==> config.mk <==
export PLATFORM = sky130hd
export DESIGN_NAME = mwm_div_lane
export DESIGN_NICKNAME = d
export VERILOG_FILES = /design/src/hdl/assert_macros.svh /design/src/hdl/mwm_pkg.sv /design/src/hdl/mwm_div_lane.sv
export SDC_FILE = /design/constraint.sdc
export NUM_CORES = 1
export LEC_CHECK = 0
export ABC_CLOCK_PERIOD_IN_PS = 16040
export BUFFER_PORTS_ARGS = -buffer_cell sky130_fd_sc_hd__clkbuf_2
export CAP_MARGIN = 10
export CORE_UTILIZATION = 40
export DETAILED_ROUTE_END_ITERATION = 10
export GPL_TIMING_DRIVEN = 0
export PLACE_DENSITY_LB_ADDON = 0.08
export SYNTH_ARGS = -nofsm -noshare
export SYNTH_HDL_FRONTEND = slang
export SYNTH_SLANG_ARGS = --single-unit
==> constraint.sdc <==
create_clock -name clock -period 16.04 [get_ports clock]
set_input_delay 1.604 -clock clock [delete_from_list [all_inputs] [get_ports clock]]
set_output_delay 1.604 -clock clock [all_outputs]
set_load 0.1 [all_outputs]
==> src/hdl/assert_macros.svh <==
// ----------------------------------------------------------------------------
// assertion macros
// shared checks for the mixer, clocked on clock and disabled in reset
// ----------------------------------------------------------------------------
`ifndef ASSERT_MACROS_SVH
`define ASSERT_MACROS_SVH

// same-cycle implication
`define MWM_ASSERT_IMPL(name, ante, cons, msg) \
   name: assert property (@(posedge clock) disable iff (reset) (ante) |-> (cons)) \
      else $error(msg);

// next-cycle implication
`define MWM_ASSERT_NEXT(name, ante, cons, msg) \
   name: assert property (@(posedge clock) disable iff (reset) (ante) |=> (cons)) \
      else $error(msg);

`endif

==> src/hdl/mwm_pkg.sv <==
// ----------------------------------------------------------------------------
// mwm_pkg
// shared constants and types of the mecanum wheel mixer
// ----------------------------------------------------------------------------
package mwm_pkg;

   localparam int SINE_TABLE_BITS_DEF = 10;
   localparam int FRACTION_BITS_DEF = 15;
   // quotient bits resolved per divider stage
   localparam int DIV_STEPS_PER_STAGE = 4;

   localparam logic [15:0] PWM_PERIOD_RESET = 16'd999;
   // pi/4 in heading units
   localparam logic [15:0] HEADING_OFFSET = 16'd8192;
   localparam logic [15:0] POWER_ONE = 16'd32768;

   localparam logic [63:0] HALF_PI_Q30 = 64'd1686629713;
   localparam logic [63:0] Q30_ONE = 64'd1 << 30;

   typedef enum logic [1:0] {
      DIR_OFF = 2'd0,
      DIR_FWD = 2'd1,
      DIR_REV = 2'd2
   } dir_type;

endpackage

==> src/hdl/mwm_div_lane.sv <==
// ----------------------------------------------------------------------------
// mwm_div_lane
// pipelined restoring divider for one wheel: |w| * one / x, or |w| unscaled
// ----------------------------------------------------------------------------
module mwm_div_lane #(
   parameter int FractionBits = mwm_pkg::FRACTION_BITS_DEF
) (
   input  logic                    clock,
   input  logic [FractionBits+1:0] in_num,
   input  logic [FractionBits+1:0] in_den,
   input  logic                    in_scale,
   input  logic                    in_neg,
   output logic [FractionBits:0]   out_mag,
   output logic                    out_neg
);
   import mwm_pkg::*;

   localparam int QW = FractionBits + 1;
   localparam int RW = FractionBits + 3;
   localparam int NS = (QW + DIV_STEPS_PER_STAGE - 1) / DIV_STEPS_PER_STAGE;

   logic [RW-1:0] rem_src   [NS+1];
   logic [RW-1:0] den_src   [NS+1];
   logic [QW-1:0] quo_src   [NS+1];
   logic [QW-1:0] pass_src  [NS+1];
   logic          scale_src [NS+1];
   logic          neg_src   [NS+1];

   assign rem_src[0]   = RW'(in_num);
   assign den_src[0]   = RW'(in_den);
   assign quo_src[0]   = '0;
   assign pass_src[0]  = in_num[QW-1:0];
   assign scale_src[0] = in_scale;
   assign neg_src[0]   = in_neg;

   for (genvar st = 0; st < NS; st++) begin : g_stage
      logic [RW-1:0] rem_in;
      logic [QW-1:0] quo_in;
      logic [RW-1:0] rem_ff;
      logic [RW-1:0] den_ff;
      logic [QW-1:0] quo_ff;
      logic [QW-1:0] pass_ff;
      logic          scale_ff;
      logic          neg_ff;

      // a few quotient bits, msb first
      always_comb begin
         int k;
         rem_in = rem_src[st];
         quo_in = quo_src[st];
         for (int j = 0; j < DIV_STEPS_PER_STAGE; j++) begin
            k = st * DIV_STEPS_PER_STAGE + j;
            if (k < QW) begin
               if (rem_in >= den_src[st]) begin
                  rem_in = rem_in - den_src[st];
                  quo_in[QW-1-k] = 1'b1;
               end
               rem_in = {rem_in[RW-2:0], 1'b0};
            end
         end
      end

      always_ff @(posedge clock) begin
         rem_ff   <= rem_in;
         den_ff   <= den_src[st];
         quo_ff   <= quo_in;
         pass_ff  <= pass_src[st];
         scale_ff <= scale_src[st];
         neg_ff   <= neg_src[st];
      end

      assign rem_src[st+1]   = rem_ff;
      assign den_src[st+1]   = den_ff;
      assign quo_src[st+1]   = quo_ff;
      assign pass_src[st+1]  = pass_ff;
      assign scale_src[st+1] = scale_ff;
      assign neg_src[st+1]   = neg_ff;
   end

   // unscaled demands never exceed one, so the pass value fits
   assign out_mag = scale_src[NS] ? quo_src[NS] : pass_src[NS];
   assign out_neg = neg_src[NS];

endmodule

==> metrics.md, run 1 <==
| Metric | Value |
|---|---|
| Crit start category | input port |
| WL met3 | 2430 um |
| Gates resized, CTS repair | 0 |
| Routed vias | 17412 |
| Final WL | 58100 um |
| Highest Clock Rate | 76.3 MHz |
| Reg2reg start | g_stage[2].den_ff[0]$_DFF_P_ |
| Clock-pin slew on the worst setup and hold paths | 0.06 ns |
| Adder-Cell Fraction of Synth Area | 17.1% |
| Die Wd | 224 um |
| DRC errors left | 0 |
| Simple-gate share of the synthesized area | 16.5% |
| Row count | 80 |
| TNS Setup | 0 ns |
| Seq/Total Area, Yosys | 21.8% |
| Setup slack, reg-to-reg | 3.74 ns |
| TritonCTS Buffers | 25 |
| Hold path endpoint | g_stage[1].scale_ff$_DFF_P_ |
| Post-synthesis async set-or-reset flop share | 0% |
| PnR worst setup slack | 2.94 ns |
| Mapped Cells | 2349 |
| Die H | 224 um |
| Warnings, synthesis | 0 |
| Synth cell types | 92 |
| Area grow syn2layout | 9.59% |
| RePlAce Congestion | 0.913 |
| Tot GR Track Use | 23.0% |
| Worst-margin pin slew | 0.837 ns |
| Period Utilization, post-route | 81.7% |
| Critical Path AT | 13.51 ns |
| Hold_sp | g_stage[0].scale_ff$_DFF_P_ |
| Vias in the first global route | 16589 |
| CP max FO | 10 |
| Top delay family on crit path | compound AO/OA/AOI/OAI gates |
| Largest net degree at the start of global routing | 14 |
| Setup bufs post-CTS | 0 |
| Met2 wire len | 26500 um |
| Final hold violation count | 0 |
| Vias per inst | 5.69 |
| DP HPWL | 48000 um |
| Worst path slowest cell | a221oi_1 |
| WP data required | 16.45 ns |
| First-pass GRT wire length | 91200 um |
| Placement Setup Slack | 2.46 ns |
| CP Capture Type | register |
| RSZ-0062 raised after global routing | no |
| Die area | 50000 um^2 |
| Most used flip-flop cell after synthesis | dfxtp_1 |
| RR Endpoint | g_stage[3].quo_ff[0]$_DFF_P_ |
| Mux cell area share after synthesis | 9.92% |
| Synth Area in Compound Gates | 22.7% |
| Worst hold path class | reg -> reg |
| Worst slew margin | 43.5% |
| CTS H-tree depth | 1 |
| Initial Util | 40.9% |
| Worst path most repeated cell | ha_1 |
| Mapped Nets | 2651 |
| Status | completed |
| XOR/XNOR Fraction of Synth Area | 7.99% |
| Critical path class | in -> reg |
| Ant. Diodes | 0 |
| First-pass DRT Iterations | 5 |
| Syn avg cell area | 8.36 um^2 |
| Port buffer count | 53 |
| IO Pins | 54 |
| Final setup violation count | 0 |
| CTS Buffer Depth | 3 |
| Worst path buffer plus inverter count | 8 |
| Root Driver | clkbuf_16 |
| Hold-fix buffers, CTS | 0 |
| CTS sink cnt | 214 |
| Clock latency on the worst-skew pair | 0.54 ns |
| Uppermost layer routed | met4 |
| Initial DRC Count | 1161 |
| CTS tree | built |
| Clock Skews | 0.00972 ns |
| R2R cell count | 47 |
| Period minus WS final | 13.10 ns |
| Core ar. | 48000 um^2 |
| Min-Delay Path Depth | 0 |
| Post-synth EDFFs | 0 |
| Share of cells above drive strength 1 | 12.6% |
| M1 wire length | 27900 um |
| Initial antenna violation count | 1 |
| Cell Area, Synth | 19600 um^2 |
| Fill cells | 4793 |
| Seq cells post-synth | 214 |
| Largest family of logic cells by synthesized area | compound AO/OA/AOI/OAI gates |
| GRT overflow | 0 |
| WL/cell | 19.0 um |
| Pins Over Slew Limit | 0 |
| Max Cap Viol | 0 |
| Slowest Stage Delay on Critical Path | 0.53 ns |
| DRT antenna net count | 0 |
| Nets@finish | 2731 |
==> area by class of cell <==
class                           count  area (um^2)  share of cell area, %
Multi-Input combinational cell   1951        14600                   67.7
Sequential cell                   214         4280                   19.9
Tap cell                          615          769                   3.58
Clock buffer                       32          672                   3.12
Inverter                          144          543                   2.52
Timing Repair Buffer               53          265                   1.23
Buffer                             40          238                   1.11
Clock inverter                     11          175                  0.814
==> cell families (layout without fill, tap and decap cells) <==
group / count (synthesis) / in the layout
AO/OA/AOI/OAI: 668 / 668
XOR/XNOR: 179 / 179
adder cells (fa/ha/maj): 265 / 265
buffers and inverters: 184 / 280
flip-flops: 214 / 214
multiplexers: 171 / 171
AND/OR/NAND/NOR: 668 / 668
==> per-stage QoR <==
stage | cell area, um^2 | util (%) | hold WS, ns | cells
3_5_place_dp | 20700 | 43.0 | 0.312 | 3017
3_3_place_gp | 20700 | 43.0 | 0.310 | 3017
4_1_cts | 21500 | 44.8 | 0.323 | 3060
6_report | 21500 | 44.8 | 0.323 | 3060
5_1_grt | 21500 | 44.8 | 0.326 | 3060
2_1_floorplan | 19600 | - | 0.310 | 2349
==> per-layer routing <==
metal | vias to the layer above | GRT usage [%]
met4 | 0 | 5.97
met3 | 82 | 2.62
li1 | 8805 | -
met1 | 8156 | 31.3
met5 | - | 0
met2 | 369 | 38.5
==> worst max-delay path by stage <==
stage,startpoint,to,slack (ns),cells past startpoint
floorplan,in_den[1],g_stage[0].rem_ff[10]$_DFF_P_,5.12,44
global placement,in_den[1],g_stage[0].rem_ff[12]$_DFF_P_,2.55,46
detailed placement,in_den[1],g_stage[0].rem_ff[12]$_DFF_P_,2.46,46
CTS,in_den[1],g_stage[0].rem_ff[12]$_DFF_P_,3.01,46
global route,in_den[1],g_stage[0].rem_ff[12]$_DFF_P_,1.90,45
finish,in_den[1],g_stage[0].rem_ff[12]$_DFF_P_,2.94,45
==> Yosys cell counts (12+ instances only) <==
cell / instances / area share (%)
ha_1: 260 / 17
nor2_1: 215 / 4.1
dfxtp_1: 214 / 22
a21oi_1: 185 / 4.7
inv_1: 140 / 2.7
nand2_1: 138 / 2.6
mux2_2: 126 / 7.2
o21ai_0: 122 / 3.1
xnor2_1: 117 / 5.2
a21o_1: 67 / 2.6
nor3_1: 62 / 1.6
xor2_1: 62 / 2.8
nand3_1: 46 / 1.2
o21a_1: 44 / 1.7
nor2b_1: 31 / 0.99
and2_1: 30 / 0.96
a31oi_1: 28 / 0.89
a211oi_1: 27 / 1.0
nand2b_1: 27 / 0.86
nand4_1: 26 / 0.83
o21bai_1: 25 / 0.96
and3_1: 19 / 0.61
mux2i_1: 19 / 0.97
o31ai_1: 18 / 0.69
a221o_1: 17 / 0.87
buf_2: 16 / 0.41
or3_1: 15 / 0.48
mux2_1: 14 / 0.80
nor4_1: 14 / 0.45
mux2_4: 12 / 0.92
==> placed cells by master (no fill, tap or decap), types with 26 or more instances in the layout <==
cell type  count
nand4_1       26
inv_1        140
xnor2_1      117
nand2b_1      27
nand3_1       46
clkbuf_2      53
a211oi_1      27
xor2_1        62
nand2_1      138
dfxtp_1      214
nor3_1        62
and2_1        30
mux2_2       126
o21ai_0      122
a31oi_1       28
a21o_1        67
ha_1         260
nor2_1       215
nor2b_1       31
a21oi_1      185
o21a_1        44
==> state kept, by name, summed over array words and instances, names as in the netlist <==
register,count
g_stage.den_ff,51
g_stage.pass_ff,64
out_neg,1
g_stage.neg_ff,3
g_stage.rem_ff,51
g_stage.quo_ff,40
g_stage.scale_ff,4
Power of run 1 is not shown: default switching activity piles up to over one toggle a cycle in this logic, so the estimate is an artifact.
==> run 2, diff against run 1 <==
--- a/config.mk
+++ b/config.mk
@@ -5,7 +5,7 @@
 export SDC_FILE = /design/constraint.sdc
 export NUM_CORES = 1
 export LEC_CHECK = 0
-export ABC_CLOCK_PERIOD_IN_PS = 16040
+export ABC_CLOCK_PERIOD_IN_PS = 12500
 export BUFFER_PORTS_ARGS = -buffer_cell sky130_fd_sc_hd__clkbuf_2
 export CAP_MARGIN = 10
 export CORE_UTILIZATION = 40
==> constraint.sdc (replaced) <==
create_clock -name clock -period 12.5 [get_ports clock]
set_input_delay 1.25 -clock clock [delete_from_list [all_inputs] [get_ports clock]]
set_output_delay 1.25 -clock clock [all_outputs]
set_load 0.1 [all_outputs]
==> run 2 against run 1 <==
Effect of this change:
- clock-buffer cell count unchanged
- non-clock buffer count grew 6
- final area rose by 0.62%
- sequential cell count did not move
- hold slack about the same
- die area unchanged
- global-route usage hardly changed
- core utilization rose by 0.28 points
- worst setup slack got worse by 2.2 ns
- largest cell class unchanged
==> metrics.md, run 2 (same netlist as run 1, synthesis figures left out) <==
| Metric | Value |
|---|---|
| GRT overflow | 0 |
| Ant. Diodes | 0 |
| Worst path buffer plus inverter count | 10 |
| Final hold violation count | 0 |
| IO Pins | 54 |
| Clock-pin slew on the worst setup and hold paths | 0.06 ns |
| Worst-margin pin slew | 0.837 ns |
| CTS tree | built |
| Worst hold path class | reg -> reg |
| Period minus WS final | 11.75 ns |
| Hold Slack | 0.323 ns |
| Final Non-Filler Cells | 3066 |
| Share of cells above drive strength 1 | 13.7% |
| Final setup violation count | 0 |
| Most frequent cells in the layout | ha_1, nor2_1, dfxtp_1 |
| Critical Path AT | 12.17 ns |
| CP Capture Type | register |
| Crit start category | register |
| Clock Skews | 0.00940 ns |
| RSZ-0062 raised after global routing | no |
| CTS Buffer Depth | 3 |
| Max Cap Viol | 0 |
| Pins Over Slew Limit | 0 |
| Tot GR Track Use | 23.0% |
| CTS H-tree depth | 1 |
| WP data required | 12.92 ns |
| DP HPWL | 48000 um |
| Largest net degree at the start of global routing | 14 |
| Vias in the first global route | 16587 |
| DRC errors left | 0 |
| Period Utilization, post-route | 94.0% |
| Die Wd | 224 um |
| Largest regs | g_stage.pass_ff: 64 flops, g_stage.den_ff: 51 flops, g_stage.rem_ff: 51 flops |
| Placed cells | 3017 |
| Worst path slowest cell | a31oi_1 |
| CP max FO | 10 |
| Die area | 50000 um^2 |
| CTS sink cnt | 214 |
| Top delay family on crit path | compound AO/OA/AOI/OAI gates |
| Nets@finish | 2737 |
| Core ar. | 48000 um^2 |
| First-pass GRT wire length | 91200 um |
| Port buffer count | 53 |
| Initial antenna violation count | 1 |
| Worst slew margin | 43.4% |
| Top reg by flops | g_stage.pass_ff |
| Row count | 80 |
| Slowest Stage Delay on Critical Path | 0.46 ns |
| DRT antenna net count | 0 |
| WL/cell | 19.0 um |
| Initial DRC Count | 1166 |
| Clock latency on the worst-skew pair | 0.54 ns |
| Area grow syn2layout | 10.3% |
| Die H | 224 um |
| Max reg flops | 64 |
| Final WL | 58300 um |
| Vias per inst | 5.68 |
| RePlAce Congestion | 0.913 |
| First-pass DRT Iterations | 6 |
| Root Driver | clkbuf_16 |
| Status | completed |
| Initial Util | 40.9% |
| Worst path most repeated cell | ha_1 |
| TritonCTS Buffers | 25 |
| Highest Clock Rate | 85.1 MHz |
| Critical path class | reg -> reg |
| Routed vias | 17402 |
| Most common cell after layout, fill and taps aside | ha_1 |
==> run 2: cell types whose count changed in the layout (fill, tap and decap cells not counted), sizes merged <==
cell,change
clkbuf,-1
clkinvlp,+1
buf,+7
inv,-1
==> run 2: metrics by stage <==
| step | TNS [ns] | cell area [um^2] | utilization [%] | setup WS, ns |
|---|---|---|---|---|
| after floorplan | 0 | 19600 | - | 1.94 |
| after global placement | -8.67 | 20700 | 43.0 | -0.636 |
| after detailed placement | -10.61 | 20700 | 43.0 | -0.726 |
| after CTS | 0 | 21500 | 44.8 | 0.108 |
| after global routing | 0 | 21600 | 45.1 | 0.0107 |
| final | 0 | 21600 | 45.1 | 0.745 |
==> run 2: layer usage <==
metal	global-route usage [%]	wire length, um	up-vias
met3	2.62	2230	77
met1	31.3	28100	8147
li1	-	-	8817
met4	5.97	1260	0
met5	0	0	-
met2	38.5	26700	361
==> run 2: layout make-up <==
| cell class | instances | area, um^2 |
|---|---|---|
| multi-input combinational | 1951 | 14600 |
| clock buffer | 32 | 672 |
| tap | 615 | 769 |
| inverter | 144 | 547 |
| clock inverter | 11 | 175 |
| sequential | 214 | 4280 |
| buffer | 40 | 246 |
| fill | 4794 | 26400 |
| timing repair buffer | 59 | 310 |
==> run 2: repair_timing <==
item / in CTS / in global routing
buffers inserted: 0 / 6
resized for setup: 3 / 29
gates cloned: 0 / 0
hold buffers: 0 / 0
pin swaps: 0 / 1
endpoints found under the setup margin: 9 / 46
==> run 2: final timing paths <==
kind                                                     from                            end  slack [ns]  depth (start not counted)
worst max-delay path            g_stage[0].den_ff[11]$_DFF_P_  g_stage[1].rem_ff[14]$_DFF_P_        0.75                         45
worst min-delay path              g_stage[0].scale_ff$_DFF_P_    g_stage[1].scale_ff$_DFF_P_        0.32                          0
worst min register to register    g_stage[0].scale_ff$_DFF_P_    g_stage[1].scale_ff$_DFF_P_        0.32                          0
worst max register to register  g_stage[0].den_ff[11]$_DFF_P_  g_stage[1].rem_ff[14]$_DFF_P_        0.75                         45
Power of run 2 is left out for the same reason.
